===== src/hdl/sci_pkg.sv =====
package sci_pkg;

    // direction register codes
    localparam logic DIR_ENCODE = 1'b0;
    localparam logic DIR_DECODE = 1'b1;

    // index of the fifth and final byte of a value
    localparam logic [2:0] LAST_IDX = 3'd4;

    // word held in the input register
    typedef struct packed {
        logic [31:0] mag;
        logic        neg;
        logic [7:0]  code;
        logic [2:0]  idx;
    } sci_item_t;

    // outcome of one step on the held word
    typedef struct packed {
        logic        emit;
        logic        finish;
        logic [7:0]  byte_val;
        logic [31:0] value;
        logic        value_valid;
        logic        last;
    } sci_result_t;

endpackage


===== src/hdl/sci_in_stage.sv =====
module sci_in_stage (
    input  logic                  clk,
    input  logic                  rst_n,
    input  logic                  in_valid,
    output logic                  in_stall,
    input  logic signed [31:0]    value_in,
    input  logic [7:0]            byte_in,
    input  logic                  step_fire,
    input  logic                  step_finish,
    output logic                  item_valid,
    output sci_pkg::sci_item_t    item
);
    import sci_pkg::*;

    logic      valid_reg;
    logic      valid_next;
    sci_item_t item_reg;
    sci_item_t item_next;
    logic      take;

    // free once the held word takes its final step
    assign in_stall = valid_reg && !(step_fire && step_finish);
    assign take     = in_valid && !in_stall;

    always_comb
    begin
        valid_next = valid_reg;
        item_next  = item_reg;
        if (step_fire && step_finish)
        begin
            valid_next = 1'b0;
        end
        else if (step_fire)
        begin
            item_next.idx = item_reg.idx + 3'd1;
        end
        if (take)
        begin
            valid_next     = 1'b1;
            item_next.neg  = value_in[31];
            item_next.mag  = value_in[31] ? (32'd0 - $unsigned(value_in))
                                          : $unsigned(value_in);
            item_next.code = byte_in;
            item_next.idx  = 3'd0;
        end
    end

    always_ff @(posedge clk or negedge rst_n)
    begin
        if (!rst_n)
        begin
            valid_reg <= 1'b0;
        end
        else
        begin
            valid_reg <= valid_next;
        end
    end

    always_ff @(posedge clk)
    begin
        item_reg <= item_next;
    end

    assign item_valid = valid_reg;
    assign item       = item_reg;

endmodule


===== src/hdl/sci_step.sv =====
module sci_step (
    input  logic                  clk,
    input  logic                  rst_n,
    input  logic                  direction,
    input  logic                  cfg_clear,
    input  logic                  fire,
    input  sci_pkg::sci_item_t    item,
    output sci_pkg::sci_result_t  res
);
    import sci_pkg::*;

    logic [31:0] acc_reg;
    logic [31:0] acc_next;
    logic [2:0]  pos_reg;
    logic [2:0]  pos_next;
    logic        neg_reg;
    logic        neg_next;

    logic        more;
    logic [6:0]  chunk;
    logic [7:0]  enc_byte;
    logic [31:0] acc_new;
    logic        neg_new;
    logic        done;
    logic [31:0] dec_value;

    // encode: magnitude bits above the current byte decide the continue flag
    always_comb
    begin
        case (item.idx)
            3'd0:    more = |item.mag[31:6];
            3'd1:    more = |item.mag[31:13];
            3'd2:    more = |item.mag[31:20];
            3'd3:    more = |item.mag[31:27];
            default: more = 1'b0;
        endcase
        case (item.idx)
            3'd1:    chunk = item.mag[12:6];
            3'd2:    chunk = item.mag[19:13];
            3'd3:    chunk = item.mag[26:20];
            default: chunk = {2'b00, item.mag[31:27]};
        endcase
        if (item.idx == 3'd0)
        begin
            enc_byte = {more, item.neg, item.mag[5:0]};
        end
        else
        begin
            enc_byte = {more, chunk};
        end
    end

    // decode: merge the byte into the accumulator
    always_comb
    begin
        acc_new = acc_reg;
        neg_new = neg_reg;
        case (pos_reg)
            3'd0:
            begin
                acc_new = {26'd0, item.code[5:0]};
                neg_new = item.code[6];
            end
            3'd1:    acc_new = acc_reg | {19'd0, item.code[6:0], 6'd0};
            3'd2:    acc_new = acc_reg | {12'd0, item.code[6:0], 13'd0};
            3'd3:    acc_new = acc_reg | {5'd0, item.code[6:0], 20'd0};
            default: acc_new = acc_reg | {item.code[4:0], 27'd0};
        endcase
        // fifth byte always ends the value
        done      = (pos_reg >= LAST_IDX) || !item.code[7];
        dec_value = neg_new ? (32'd0 - acc_new) : acc_new;
    end

    always_comb
    begin
        if (direction == DIR_ENCODE)
        begin
            res.emit        = 1'b1;
            res.finish      = !more;
            res.byte_val    = enc_byte;
            res.value       = 32'd0;
            res.value_valid = 1'b0;
            res.last        = !more;
        end
        else
        begin
            res.emit        = done;
            res.finish      = 1'b1;
            res.byte_val    = 8'd0;
            res.value       = dec_value;
            res.value_valid = 1'b1;
            res.last        = 1'b1;
        end
    end

    always_comb
    begin
        acc_next = acc_reg;
        pos_next = pos_reg;
        neg_next = neg_reg;
        if (cfg_clear)
        begin
            acc_next = 32'd0;
            pos_next = 3'd0;
            neg_next = 1'b0;
        end
        else if (fire && direction == DIR_DECODE)
        begin
            if (done)
            begin
                acc_next = 32'd0;
                pos_next = 3'd0;
                neg_next = 1'b0;
            end
            else
            begin
                acc_next = acc_new;
                pos_next = pos_reg + 3'd1;
                neg_next = neg_new;
            end
        end
    end

    always_ff @(posedge clk or negedge rst_n)
    begin
        if (!rst_n)
        begin
            acc_reg <= 32'd0;
            pos_reg <= 3'd0;
            neg_reg <= 1'b0;
        end
        else
        begin
            acc_reg <= acc_next;
            pos_reg <= pos_next;
            neg_reg <= neg_next;
        end
    end

endmodule


===== src/hdl/signed_compact_index_codec_core.sv =====
// channel | direction | handshake          | payload
// --------+-----------+--------------------+-------------------------------------------
// in      | input     | in_valid/in_stall  | value_in, byte_in
// out     | output    | out_valid/out_stall| byte_out, value_out, value_valid, last
// cfg     | input     | cfg_we             | cfg_data (direction: 0 encode, 1 decode)
//
// Encode: 1 to 5 bytes per value via the single byte port, one per cycle unless out stalls.
// Decode: one byte per cycle unless out stalls; a value appears after its final byte.
// A first result is valid once it has passed the input register, then the output register.
// Reset selects encode mode and clears the decode accumulator; a cfg write clears it too.
// A stalled output holds its word and freezes the step; a held input word then stalls in.
module signed_compact_index_codec_core (
    input  logic               clk,
    input  logic               rst_n,
    input  logic               cfg_we,
    input  logic               cfg_data,
    input  logic               in_valid,
    output logic               in_stall,
    input  logic signed [31:0] value_in,
    input  logic [7:0]         byte_in,
    output logic               out_valid,
    input  logic               out_stall,
    output logic [7:0]         byte_out,
    output logic signed [31:0] value_out,
    output logic               value_valid,
    output logic               last
);
    import sci_pkg::*;

    logic        direction_reg;
    logic        direction_next;
    logic        out_valid_reg;
    logic        out_valid_next;
    logic [7:0]  byte_reg;
    logic [31:0] value_reg;
    logic        vvalid_reg;
    logic        last_reg;

    logic        item_valid;
    sci_item_t   item;
    sci_result_t res;
    logic        fire;

    // step the held word when the output register can take a result
    assign fire = item_valid && (!out_valid_reg || !out_stall);

    sci_in_stage u_in_stage (
        .clk         (clk),
        .rst_n       (rst_n),
        .in_valid    (in_valid),
        .in_stall    (in_stall),
        .value_in    (value_in),
        .byte_in     (byte_in),
        .step_fire   (fire),
        .step_finish (res.finish),
        .item_valid  (item_valid),
        .item        (item)
    );

    sci_step u_step (
        .clk       (clk),
        .rst_n     (rst_n),
        .direction (direction_reg),
        .cfg_clear (cfg_we),
        .fire      (fire),
        .item      (item),
        .res       (res)
    );

    always_comb
    begin
        direction_next = cfg_we ? cfg_data : direction_reg;
        out_valid_next = out_valid_reg;
        if (fire && res.emit)
        begin
            out_valid_next = 1'b1;
        end
        else if (!out_stall)
        begin
            out_valid_next = 1'b0;
        end
    end

    always_ff @(posedge clk or negedge rst_n)
    begin
        if (!rst_n)
        begin
            direction_reg <= DIR_ENCODE;
            out_valid_reg <= 1'b0;
        end
        else
        begin
            direction_reg <= direction_next;
            out_valid_reg <= out_valid_next;
        end
    end

    always_ff @(posedge clk)
    begin
        if (fire && res.emit)
        begin
            byte_reg   <= res.byte_val;
            value_reg  <= res.value;
            vvalid_reg <= res.value_valid;
            last_reg   <= res.last;
        end
    end

    assign out_valid   = out_valid_reg;
    assign byte_out    = byte_reg;
    assign value_out   = signed'(value_reg);
    assign value_valid = vvalid_reg;
    assign last        = last_reg;

`ifndef ASSERT_OFF
    // continue flag of an encoded byte is the inverse of last
    assert property (@(posedge clk) disable iff (!rst_n)
        out_valid_reg && !vvalid_reg |-> byte_reg[7] == !last_reg)
        else $error("encoded byte continue flag disagrees with last");

    // decoded values always close their word
    assert property (@(posedge clk) disable iff (!rst_n)
        out_valid_reg && vvalid_reg |-> last_reg)
        else $error("decoded value without last");

    // encode never steps past the fifth byte
    assert property (@(posedge clk) disable iff (!rst_n)
        item_valid && direction_reg == DIR_ENCODE |-> item.idx <= LAST_IDX)
        else $error("encode byte index out of range");

    // a non-final encode step keeps the word held
    assert property (@(posedge clk) disable iff (!rst_n)
        fire && !res.finish |=> item_valid)
        else $error("word dropped before its final byte");

    // results in encode mode never carry a value
    assert property (@(posedge clk) disable iff (!rst_n)
        fire && res.emit && direction_reg == DIR_ENCODE |=> !vvalid_reg)
        else $error("encode result flagged as decoded value");
`endif

endmodule

===== config.mk =====
export PLATFORM = sky130hd
export DESIGN_NAME = signed_compact_index_codec_core
export DESIGN_NICKNAME = d
export VERILOG_FILES = /design/src/hdl/sci_pkg.sv /design/src/hdl/sci_in_stage.sv /design/src/hdl/sci_step.sv /design/src/hdl/signed_compact_index_codec_core.sv
export SDC_FILE = /design/constraint.sdc
export NUM_CORES = 1
export LEC_CHECK = 0
export ABC_AREA = 1
export BUFFER_PORTS_ARGS = -buffer_cell sky130_fd_sc_hd__buf_2
export CAP_MARGIN = 5
export CELL_PAD_IN_SITES_DETAIL_PLACEMENT = 0
export CELL_PAD_IN_SITES_GLOBAL_PLACEMENT = 1
export CORE_MARGIN = 5
export CORE_UTILIZATION = 44
export DETAILED_ROUTE_END_ITERATION = 16
export GPL_TIMING_DRIVEN = 0
export PLACE_DENSITY_LB_ADDON = 0.1
export SYNTH_ARGS = -nofsm -noshare
export SYNTH_HDL_FRONTEND = slang
export SYNTH_SLANG_ARGS = --single-unit

===== constraint.sdc =====
create_clock -name clk -period 4.2 [get_ports clk]
set_input_delay 0.84 -clock clk [delete_from_list [all_inputs] [get_ports clk]]
set_output_delay 0.84 -clock clk [all_outputs]
set_load 0.05 [all_outputs]

==> impl_metrics.csv <==
group,metric,value,unit
run_status,status,"finished, final reports clean",
logic_synthesis,synth_ff_type,"edfxtp_1",
job,maxCapViolations,0,
critical_path,cp-end-kind,"primary output",
critical_path,path_cells,"inv_1 > ha_1 > inv_1 > nor2_1 > inv_1 > nand3_1 > a21boi_0 > nand2_1 > nand2_1 > nand2_1 > nand2_1 > inv_1 > buf_2",
global_route,grt_pass1_wl,37.8,mm
floorplan,initial_core_util,44.5,%
pwr,leakagePower,4.49,nW
pwr,vdd_ir_drop_max,0.000570,V
clock_tree,cts-hold-fix-buffers,0,
critical_path,startpoint,"u_in_stage.item[0]",
global_route,grt_max_degree,42,
clock_tree,cts_sinks,125,
routing,wirelength,23.9,mm
floorplan,die_w,144,µm
global_route,grt_pass1_vias,6854,
routing,drt_iter0_markers,579,
floorplan,die_h,144,µm
clock_tree,cts.repair.resized,0,
final_layout,num-nets-final,1226,
final_layout,largest_reg_flops,44,
sta,hold_viol,0,
logic_synthesis,yosysTopAreaCellShare,31.4,%
global_route,grt.total_usage,23.8,%
clock_tree,insertion_delay,430,ps
routing,vias,7484,
clock_tree,cts.path.max_buffers,2,
critical_path,crit_end,"in_stall",
global_route,overflow,0,
floorplan,rows,49,
critical_path,cp_data_required_time,3360,ps
final_layout,fin_cells,1410,
routing,wl_per_cell,16.9,µm
routing,top_layer_used,"met4",
sta,slew_viol_final,0,
sta,post-route-period-util,87.9,%
critical_path,path_class,"flip-flop to primary output",
routing,dr_wl_met3,1.39,mm
logic_synthesis,yosysSeqAreaShare,44.5,%
sta,hold_ws,473,ps
logic_synthesis,yosys-top-cells-area,"edfxtp_1 (31%), nand2_1 (13%), dfrtp_1 (12%)",
clock_tree,post-cts-setup-buffers,0,
placement,dp_cells,1378,
clock_tree,cts_tree,"yes",
floorplan,core_area,17800,µm²
routing,drtAntennaViolNets,0,
routing,drc,0,
pwr,finalPower,0.00569,W
final_layout,final_common_cell,"nand2_1",
logic_synthesis,ys_ff_latch,125,
sta,fmax,271,MHz
clock_tree,cts-root-buf,"clkbuf_16",
final_layout,finish.utilization,52.3,%
hold_path,hold_path.class,"flip-flop to flip-flop",
logic_synthesis,syn_avg_cell_area,7.49,µm²
placement,dp_hpwl,18.2,mm
pwr,power_density,610,nW/µm²
logic_synthesis,synth_edf_count,83,
sta,tightest_slew,974,ps
floorplan,die_area,20800,µm²
routing,drt_pass1_iterations,5,
clock_tree,clk_pin_slew,60,ps
critical_path,cp-start-kind,"flip-flop",
logic_synthesis,yosys.area.top_type,"edfxtp_1",
final_layout,mostFrequentLayoutCells,"nand2_1 (276), nor2_1 (157), inv_1 (121)",
logic_synthesis,synth_warnings,0,
logic_synthesis,syn_area,7940,µm²
logic_synthesis,ys_types,44,
critical_path,cp_max_fo,9,
sta,layout_min_cycle_time,3690,ps
final_layout,drive_above_1_share,14.8,%
critical_path,reg2reg_from,"u_step.pos_reg[2]",
critical_path,r2r_cells,20,
sta,fin_skew,9.79,ps
global_route,antenna_found_initial,0,
sta,max_slew_margin,35.1,%
logic_synthesis,synthCells,1059,
placement,place.gp.congestion,0.913,
sta,rsz0062_at_grt,"false",
logic_synthesis,synth_nets,1117,
critical_path,cpPeakStageDelay,530,ps
placement,io_buffers,89,
clock_tree,cts_buffers,17,
clock_tree,htree_levels,4,
sta,setup_tns,0,ps
floorplan,io_pins,90,
routing,wl_met2,10.3,mm
final_layout,area_growth,17.5,%
sta,setup_viol,0,
routing,drt-met1-wl,11.6,mm
critical_path,arrival,2850,ps
critical_path,r2r-end,"value_out[12]",
routing,via_per_inst,5.31,
final_layout,antenna_cells,0,
logic_synthesis,ys_async_sr_fraction,31.2,%
critical_path,critPathSlowestCell,"nor2_1",
critical_path,r2r_setup_slack,660,ps
-- per-layer routing --
layer,vias to the layer above,GRT usage (%)
li1,3704,-
met1,3496,36.3
met2,252,34.6
met3,32,3.90
met4,0,7.31
met5,-,0
-- cells in the mapped netlist (2+ instances only) --
library cell and instances:
inv_1 122, nor2_1 158, nor2_4 2, edfxtp_1 83, a21oi_1 35, o21ai_0 69
a221oi_1 4, nand2_2 8, o21bai_1 4, xnor2_1 12, buf_2 6, o21ai_2 2
o211ai_1 4, o21ai_1 3, buf_6 7, a32o_1 3, dfxtp_1 3, clkbuf_1 15
ha_1 12, nor3_1 10, nor3_2 2, nand2_4 3, o22ai_1 14, xor2_1 14
clkinv_1 2, nand3_1 105, nand2_1 276, nand3_2 4, o31ai_1 3, dfrtp_1 39
buf_4 5, nor2_2 7, nor4_1 3, nand4_1 10
-- power by group --
part / leakage (nW) / switching [W] / internal, W
clock: 0.309 / 0.000590 / 0.00100
combinational: 2.82 / 0.00171 / 0.000518
sequential: 1.36 / 0.000141 / 0.00173
total: 4.49 / 0.00245 / 0.00325
-- per-stage QoR --
step,area [µm²],setup slack (ps)
floorplan,7940,987
global placement,8670,210
detailed placement,8690,701
CTS,9330,465
global route,9330,141
finish,9330,509
-- worst min-delay path by stage --
stage,cells after the start,startpoint,endpoint,slack (ps)
final,0,direction_reg,value_valid,470
after global routing,0,direction_reg,value_valid,480
after CTS,0,direction_reg,value_valid,470
after detailed placement,0,direction_reg,value_valid,460
after global placement,0,direction_reg,value_valid,450
after floorplan,0,direction_reg,value_valid,420
-- critical path: cells and delay by family, from the launching register on --
kind	cells	cell delay, ps
buffers and inverters	5	820
DFF	1	340
adders and majority gates	1	160
and+or+nand+nor	6	1010
AOI/OAI and AO/OA	1	80
-- layout make-up --
class / instances / area [µm²]
Fill cell: 1783 / 8510
Multi-Input combinational cell: 774 / 3730
Sequential cell: 125 / 3530
Inverter: 126 / 475
Timing Repair Buffer: 90 / 465
Clock buffer: 17 / 425
Tap cell: 229 / 287
Clock inverter: 15 / 208
Buffer: 34 / 208
-- cells by family after synthesis --
| kind of cell | after synthesis | share of synthesized area [%] |
|---|---|---|
| buffers and inverters | 160 | 8.61 |
| AO/OA/AOI/OAI | 146 | 10.5 |
| XOR/XNOR | 26 | 2.87 |
| adder cells (fa/ha/maj) | 12 | 1.89 |
| AND/OR/NAND/NOR | 590 | 31.6 |
| flip-flops | 125 | 44.5 |
Note: power is estimated with default switching activity, not from simulation.
